==> config.mk <==
export PLATFORM = sky130hd
export DESIGN_NAME = escaped_length_prefixed_deframer
export DESIGN_NICKNAME = d
export VERILOG_FILES = /design/src/rtl/eld_pkg.sv /design/src/rtl/eld_front.sv /design/src/rtl/eld_back.sv /design/src/rtl/escaped_length_prefixed_deframer.sv
export SDC_FILE = /design/constraint.sdc
export NUM_CORES = 1
export LEC_CHECK = 0
export BUFFER_PORTS_ARGS = -buffer_cell sky130_fd_sc_hd__buf_2
export CORE_ASPECT_RATIO = 0.6
export CORE_MARGIN = 2
export CORE_UTILIZATION = 50
export DETAILED_ROUTE_END_ITERATION = 8
export GPL_ROUTABILITY_DRIVEN = 0
export GPL_TIMING_DRIVEN = 0
export PLACE_DENSITY = 0.69
export SETUP_SLACK_MARGIN = 0.3
export SLEW_MARGIN = 20
export SYNTH_ARGS = -nofsm -noshare
export SYNTH_HDL_FRONTEND = slang
export SYNTH_SLANG_ARGS = --single-unit
==> constraint.sdc <==
create_clock -name i_clk -period 8 [get_ports i_clk]
set_clock_uncertainty 0.15 [all_clocks]
set_input_delay 0.8 -clock i_clk [delete_from_list [all_inputs] [get_ports i_clk]]
set_output_delay 0.8 -clock i_clk [all_outputs]
set_load 0.01 [all_outputs]
==> src/rtl/eld_pkg.sv <==
package eld_pkg;

    localparam int ByteW   = 8;
    localparam int LenW    = 16;

    // configuration register indexes
    localparam int CfgIdxW = 1;
    localparam logic [CfgIdxW-1:0] CfgStart  = 1'b0;
    localparam logic [CfgIdxW-1:0] CfgEscape = 1'b1;

    localparam logic [ByteW-1:0] StartReset  = 8'd60;
    localparam logic [ByteW-1:0] EscapeReset = 8'd62;

    // input-side word queue
    localparam int InDepth = 4;
    localparam int InAw    = 2;
    localparam int InCntW  = 3;

    // result queue
    localparam int ResDepth = 4;
    localparam int ResAw    = 2;
    localparam int ResCntW  = 3;

    typedef struct packed {
        logic [ByteW-1:0] data;
        logic             is_start;
        logic             is_esc;
    } t_word;

    typedef struct packed {
        logic  valid;
        t_word word;
    } t_src;

    typedef struct packed {
        logic [ByteW-1:0] payload_byte;
        logic             last;
        logic             empty_frame;
    } t_result;

    typedef enum logic [3:0] {
        PhIdle    = 4'b0001,
        PhLenHi   = 4'b0010,
        PhLenLo   = 4'b0100,
        PhPayload = 4'b1000
    } t_phase;

endpackage

==> src/rtl/eld_front.sv <==
module eld_front (
    input  logic                        i_clk,
    input  logic                        i_rst_n,
    input  logic                        i_cfg_wr_en,
    input  logic [eld_pkg::CfgIdxW-1:0] i_cfg_index,
    input  logic [eld_pkg::ByteW-1:0]   i_cfg_data,
    input  logic                        i_push,
    input  logic [eld_pkg::ByteW-1:0]   i_rx_byte,
    output logic                        o_full,
    input  logic                        i_take,
    output eld_pkg::t_src               o_src
);
    import eld_pkg::*;

    logic [ByteW-1:0]  r_start_byte;
    logic [ByteW-1:0]  r_escape_byte;
    t_word             r_mem [InDepth];
    logic [InAw-1:0]   r_wr_ptr;
    logic [InAw-1:0]   r_rd_ptr;
    logic [InCntW-1:0] r_cnt;
    logic [InCntW-1:0] n_cnt;
    logic              push;
    logic              pop;
    t_word             new_word;

    always_ff @(posedge i_clk) begin
        if (!i_rst_n) begin
            r_start_byte  <= StartReset;
            r_escape_byte <= EscapeReset;
        end else if (i_cfg_wr_en) begin
            case (i_cfg_index)
                CfgStart:  r_start_byte  <= i_cfg_data;
                CfgEscape: r_escape_byte <= i_cfg_data;
                default: ;
            endcase
        end
    end

    // start wins when both markers hold the same value
    always_comb begin
        new_word.data     = i_rx_byte;
        new_word.is_start = (i_rx_byte == r_start_byte);
        new_word.is_esc   = (i_rx_byte == r_escape_byte);
    end

    assign o_full = (r_cnt == InCntW'(InDepth));
    assign push   = i_push && !o_full;
    assign pop    = i_take && (r_cnt != '0);

    always_comb begin
        case ({push, pop})
            2'b10:   n_cnt = r_cnt + 1'b1;
            2'b01:   n_cnt = r_cnt - 1'b1;
            default: n_cnt = r_cnt;
        endcase
    end

    always_ff @(posedge i_clk) begin
        if (!i_rst_n) begin
            r_wr_ptr <= '0;
            r_rd_ptr <= '0;
            r_cnt    <= '0;
        end else begin
            if (push) r_wr_ptr <= r_wr_ptr + 1'b1;
            if (pop)  r_rd_ptr <= r_rd_ptr + 1'b1;
            r_cnt <= n_cnt;
        end
    end

    always_ff @(posedge i_clk) begin
        if (push) r_mem[r_wr_ptr] <= new_word;
    end

    assign o_src.valid = (r_cnt != '0);
    assign o_src.word  = r_mem[r_rd_ptr];

endmodule

==> src/rtl/eld_back.sv <==
module eld_back (
    input  logic                      i_clk,
    input  logic                      i_rst_n,
    input  eld_pkg::t_src             i_src,
    output logic                      o_take,
    output logic                      o_empty,
    input  logic                      i_pop,
    output logic [eld_pkg::ByteW-1:0] o_payload_byte,
    output logic                      o_last,
    output logic                      o_empty_frame
);
    import eld_pkg::*;

    t_phase             r_phase;
    t_phase             n_phase;
    logic [ByteW-1:0]   r_offset;
    logic [ByteW-1:0]   n_offset;
    logic [LenW-1:0]    r_length;
    logic [LenW-1:0]    n_length;
    logic [LenW-1:0]    r_count;
    logic [LenW-1:0]    n_count;

    t_result            r_res [ResDepth];
    logic [ResAw-1:0]   r_wr_ptr;
    logic [ResAw-1:0]   r_rd_ptr;
    logic [ResCntW-1:0] r_cnt;
    logic [ResCntW-1:0] n_cnt;

    logic               res_full;
    logic               res_push;
    logic               res_pop;
    logic               res_valid;
    t_result            res;
    logic [ByteW:0]     sum;
    logic               has_data;
    logic [LenW-1:0]    count_after;

    assign res_full = (r_cnt == ResCntW'(ResDepth));
    assign o_take   = i_src.valid && !res_full;
    assign sum      = {1'b0, i_src.word.data} + {1'b0, r_offset};
    assign has_data = (r_count < r_length);
    assign count_after = has_data ? r_count + 1'b1 : r_count;

    always_comb begin
        n_phase   = r_phase;
        n_offset  = r_offset;
        n_length  = r_length;
        n_count   = r_count;
        res_valid = 1'b0;
        res.payload_byte = '0;
        res.last         = 1'b0;
        res.empty_frame  = 1'b0;
        if (o_take) begin
            if (i_src.word.is_start) begin
                n_phase  = PhLenHi;
                n_offset = '0;
                n_length = '0;
                n_count  = '0;
            end else if (i_src.word.is_esc) begin
                // the escape byte's own value is the offset
                n_offset = i_src.word.data;
            end else begin
                case (r_phase)
                    PhLenHi: begin
                        n_length = {sum[ByteW-1:0], {ByteW{1'b0}}};
                        n_offset = '0;
                        n_phase  = PhLenLo;
                    end
                    PhLenLo: begin
                        n_length = r_length + LenW'(sum);
                        n_offset = '0;
                        n_phase  = PhPayload;
                    end
                    PhPayload: begin
                        res_valid        = 1'b1;
                        n_count          = count_after;
                        res.payload_byte = has_data ? sum[ByteW-1:0] : '0;
                        res.empty_frame  = !has_data;
                        res.last         = (count_after == r_length);
                        n_offset         = '0;
                        if (count_after == r_length) begin
                            n_length = '0;
                            n_count  = '0;
                            n_phase  = PhIdle;
                        end
                    end
                    default: ;  // idle: byte dropped, offset stays armed
                endcase
            end
        end
    end

    always_ff @(posedge i_clk) begin
        if (!i_rst_n) begin
            r_phase  <= PhIdle;
            r_offset <= '0;
            r_length <= '0;
            r_count  <= '0;
        end else begin
            r_phase  <= n_phase;
            r_offset <= n_offset;
            r_length <= n_length;
            r_count  <= n_count;
        end
    end

    // result queue
    assign res_push = res_valid;
    assign res_pop  = i_pop && !o_empty;
    assign o_empty  = (r_cnt == '0);

    always_comb begin
        case ({res_push, res_pop})
            2'b10:   n_cnt = r_cnt + 1'b1;
            2'b01:   n_cnt = r_cnt - 1'b1;
            default: n_cnt = r_cnt;
        endcase
    end

    always_ff @(posedge i_clk) begin
        if (!i_rst_n) begin
            r_wr_ptr <= '0;
            r_rd_ptr <= '0;
            r_cnt    <= '0;
        end else begin
            if (res_push) r_wr_ptr <= r_wr_ptr + 1'b1;
            if (res_pop)  r_rd_ptr <= r_rd_ptr + 1'b1;
            r_cnt <= n_cnt;
        end
    end

    always_ff @(posedge i_clk) begin
        if (res_push) r_res[r_wr_ptr] <= res;
    end

    assign o_payload_byte = r_res[r_rd_ptr].payload_byte;
    assign o_last         = r_res[r_rd_ptr].last;
    assign o_empty_frame  = r_res[r_rd_ptr].empty_frame;

    a_res_cnt_bound: assert property (@(posedge i_clk) disable iff (!i_rst_n)
        r_cnt <= ResCntW'(ResDepth))
        else $error("result queue count overflow");

    a_count_le_len: assert property (@(posedge i_clk) disable iff (!i_rst_n)
        r_count <= r_length)
        else $error("payload count ran past frame length");

    a_idle_clear: assert property (@(posedge i_clk) disable iff (!i_rst_n)
        (r_phase == PhIdle) |-> (r_length == '0 && r_count == '0))
        else $error("frame state not cleared while idle");

    a_start_len_hi: assert property (@(posedge i_clk) disable iff (!i_rst_n)
        (o_take && i_src.word.is_start) |=> (r_phase == PhLenHi && r_offset == '0))
        else $error("start marker did not restart the parser");

endmodule

==> src/rtl/escaped_length_prefixed_deframer.sv <==
// Channel   Direction  Handshake                       Payload
// input     in         i_push / o_full                 i_rx_byte
// result    out        o_empty / i_pop                 o_payload_byte, o_last, o_empty_frame
// config    in         i_cfg_wr_en (no wait)           i_cfg_index, i_cfg_data
//
// One word per cycle sustained while the result queue has room. A word is
// classified against the marker registers on entry and queued (4 deep); the
// parser takes one queued word a cycle unless the result queue is full, and
// writes results into a 4-deep result queue. A result shows on the result
// ports, at the soonest, after passing the input queue and the result queue.
// Reset is synchronous; queues empty, parser idle, markers at 60 and 62.
// A full result queue stalls the parser only; input keeps filling its queue
// and o_full rises once that queue holds 4 words too.
module escaped_length_prefixed_deframer (
    input  logic                        i_clk,
    input  logic                        i_rst_n,
    input  logic                        i_cfg_wr_en,
    input  logic [eld_pkg::CfgIdxW-1:0] i_cfg_index,
    input  logic [eld_pkg::ByteW-1:0]   i_cfg_data,
    input  logic                        i_push,
    output logic                        o_full,
    input  logic [eld_pkg::ByteW-1:0]   i_rx_byte,
    output logic                        o_empty,
    input  logic                        i_pop,
    output logic [eld_pkg::ByteW-1:0]   o_payload_byte,
    output logic                        o_last,
    output logic                        o_empty_frame
);
    import eld_pkg::*;

    t_src src;
    logic take;

    eld_front u_front (
        .i_clk       (i_clk),
        .i_rst_n     (i_rst_n),
        .i_cfg_wr_en (i_cfg_wr_en),
        .i_cfg_index (i_cfg_index),
        .i_cfg_data  (i_cfg_data),
        .i_push      (i_push),
        .i_rx_byte   (i_rx_byte),
        .o_full      (o_full),
        .i_take      (take),
        .o_src       (src)
    );

    eld_back u_back (
        .i_clk          (i_clk),
        .i_rst_n        (i_rst_n),
        .i_src          (src),
        .o_take         (take),
        .o_empty        (o_empty),
        .i_pop          (i_pop),
        .o_payload_byte (o_payload_byte),
        .o_last         (o_last),
        .o_empty_frame  (o_empty_frame)
    );

endmodule

==> flow_metrics.py <==
metrics = {
    "clock_network": {
        "clock_path_buffers": 2,
        "cts_buffers": 17,
        "postCtsSetupBuffers": 0,
        "htreeDepth": 4,
        "root_buffer": "clkbuf_16",
        "cts_resized": 0,
        "path_clk_slew_ns": 0.07,
        "cts_sinks": 158,
        "clock_latency_ns": 0.43,
        "cts_tree": "done",
        "cts_hold_buf": 0,
    },
    "routing": {
        "dr.pass1.iters": 5,
        "drtIter0Drc": 718,
        "avgViaCountPerCell": 5.82,
        "num_vias": 6449,
        "drtAntennaViolNets": 0,
        "wire_per_inst_um": 19.2,
        "drc": 0,
        "drt-total-wl_mm": 21.3,
    },
    "logic_synthesis": {
        "synthFlopType": "edfxtp_1",
        "ys_seq_area_share_pct": 45.8,
        "syn_area_mm2": 0.00865,
        "synth_cells": 811,
        "synthArstFlopShare_pct": 0,
        "synth_common_cells": "nand2_1 (85), edfxtp_1 (80), dfxtp_1 (78)",
        "synth_cell_types": 76,
        "synth_seq_cells": 158,
        "avgSynthCellArea_um2": 10.7,
        "yosysMostFrequentCell": "nand2_1",
        "yosysTopAreaCellShare_pct": 27.8,
        "synth_area_leader_cell": "edfxtp_1",
        "synthTopCellsByArea": "edfxtp_1 (28%), dfxtp_1 (18%), ha_1 (6.4%)",
        "syn_nets": 881,
        "yosys_warnings": 0,
        "synth_edf_count": 80,
    },
    "global_routing": {
        "antenna_found_initial": 0,
        "grt_max_degree": 17,
        "grt_usage_pct": 23.9,
        "grt_pass1_vias": 6113,
        "grt_pass1_wl_mm": 34.0,
        "grt-ovfl-total": 0,
    },
    "status": {
        "outcome": "completed",
    },
    "setup_path": {
        "cp.required_ns": 8.14,
        "endpoint_kind": "flip-flop",
        "startpoint_type": "flip-flop",
        "critPathKind": "reg -> reg",
        "critPathMaxFanout": 10,
        "crit_arrival_ns": 5.44,
    },
    "sta": {
        "final_hold_viol_count": 0,
        "setup_violations": 0,
        "period_minus_slack_ns": 5.30,
        "relSlewSlack_pct": 38.0,
        "max_freq_ghz": 0.189,
        "tightest_slew_ns": 0.925,
        "tns_ns": 0,
        "rsz0062_at_grt": "no",
        "drv_slew": 0,
        "period_share_pct": 66.2,
    },
    "cells_and_area": {
        "multi_input_area_mm2": 0.00436,
        "fin_util_pct": 56.9,
        "syn2layout_area_growth_pct": 12.1,
        "finish.net_count": 932,
        "stdcell_count": 1109,
        "register_area_mm2": 0.00396,
        "nFillCells": 1487,
        "n_antenna_cell": 0,
        "drive_above_1_share_pct": 14.1,
    },
    "placement": {
        "place_inst": 1077,
        "hpwl_mm": 15.5,
        "portBuffers": 32,
    },
    "floorplanning": {
        "core_area_mm2": 0.0170,
        "std_cell_rows": 37,
        "die_h_um": 106,
        "start_util_pct": 50.8,
        "fp.dieW_um": 174,
        "die_area_mm2": 0.0184,
        "ios": 34,
    },
    "worst_hold_path": {
        "holdCritPathClass": "reg -> reg",
    },
    "power_and_ir_drop": {
        "power_leakage_nw": 3.52,
        "ir_worst_vdd_v": 0.000141,
        "totalPowerFinal_mw": 3.08,
        "p_per_area_mw_per_mm2": 318,
    },
    "job": {
        "maxCapViolations": 0,
    },
}
==> state kept, by name, summed over array words and instances, names as in the netlist, named ones only <==
signal / count
u_front.r_mem: 40
u_front.r_escape_byte: 8
u_back.r_phase: 4
u_front.r_wr_ptr: 2
u_back.r_length: 16
u_front.r_rd_ptr: 2
u_back.r_cnt: 3
u_back.r_count: 16
u_front.r_cnt: 3
u_back.r_rd_ptr: 2
u_front.r_start_byte: 8
u_back.r_wr_ptr: 2
u_back.r_offset: 8
u_back.r_res: 40
==> layer usage <==
metal	routed length (um)	share of wire, %	GRT usage (%)	up-vias
met5	0	0	0	-
met3	2160	10	7.30	32
li1	-	-	-	3085
met4	201	0.94	4.50	0
met2	8230	39	31.6	268
met1	10700	50	38.0	3064
==> area by class of cell <==
cell class | count | area share, %
Multi-Input combinational cell | 571 | 44.9
Sequential cell | 158 | 40.9
Clock buffer | 20 | 4.93
Tap cell | 234 | 3.02
Inverter | 45 | 1.74
Buffer | 37 | 1.69
Timing Repair Buffer | 32 | 1.65
Clock inverter | 12 | 1.19
==> power breakdown <==
part / total [mW] / internal (mW) / leakage (nW) / switching (mW)
sequential: 0.953 / 0.912 / 1.42 / 0.0406
clock: 0.817 / 0.447 / 0.295 / 0.371
combinational: 1.31 / 0.422 / 1.81 / 0.893
==> through the flow <==
step                setup slack [ns]  hold WS, ns  cell area (um2)
floorplan                       3.72        0.286             8650
global placement                2.97        0.295             9110
detailed placement              2.96        0.302             9110
CTS                             2.88        0.312             9700
global route                    2.51        0.325             9700
finish                          2.70        0.315             9700
==> logic make-up after synthesis <==
logic type               after synthesis  synth area share (%)
AO/OA/AOI/OAI                        154                  13.8
XOR/XNOR                              60                  6.07
adder cells (fa/ha/maj)               48                  7.29
buffers and inverters                 82                  3.85
flip-flops                           158                  45.8
multiplexers                          43                  7.88
AND/OR/NAND/NOR                      266                  15.3
==> placed cells by master, fill, tap and decap left out, types with 17 or more instances in the layout <==
cell | netlist | routed
clkbuf_1 | 19 | 19
nand4_1 | 17 | 17
buf_2 | 11 | 43
xnor2_1 | 44 | 44
nand2_1 | 85 | 85
mux4_2 | 20 | 20
and2_1 | 18 | 18
inv_1 | 45 | 45
a31oi_1 | 24 | 24
ha_1 | 44 | 44
nand3_1 | 43 | 43
edfxtp_1 | 80 | 80
dfxtp_1 | 78 | 78
a21oi_1 | 38 | 38
nor2_1 | 42 | 42
clkbuf_16 | 0 | 18
mux2i_1 | 22 | 22
==> path summary, 6_finish.rpt <==
kind,slack [ns],cells past startpoint,to,from
worst min register to register,0.31,2,u_back.r_offset[3]$_SDFFE_PN0P_,u_back.r_offset[3]$_SDFFE_PN0P_
worst max register to register,2.70,15,u_back.r_length[12]$_SDFFE_PN0P_,flip-flop
worst min-delay path,0.31,2,u_back.r_offset[3]$_SDFFE_PN0P_,u_back.r_offset[3]$_SDFFE_PN0P_
worst max-delay path,2.70,15,u_back.r_length[12]$_SDFFE_PN0P_,flip-flop
==> worst max-delay path, stage by stage (launching register included) <==
cell and delay [ns]:
dfxtp_1 0.32, clkbuf_1 0.48, mux4_2 0.48, ha_1 0.26
fa_1 0.44, xor2_1 0.59, ha_1 0.40, nor2b_1 0.14
o21ai_0 0.14, nand2b_1 0.12, a31oi_1 0.27, o21ai_0 0.21
a21oi_1 0.56, nor4_1 0.12, o31ai_1 0.33, mux2i_1 0.14
No activity file was read; power rests on OpenSTA's default activity.
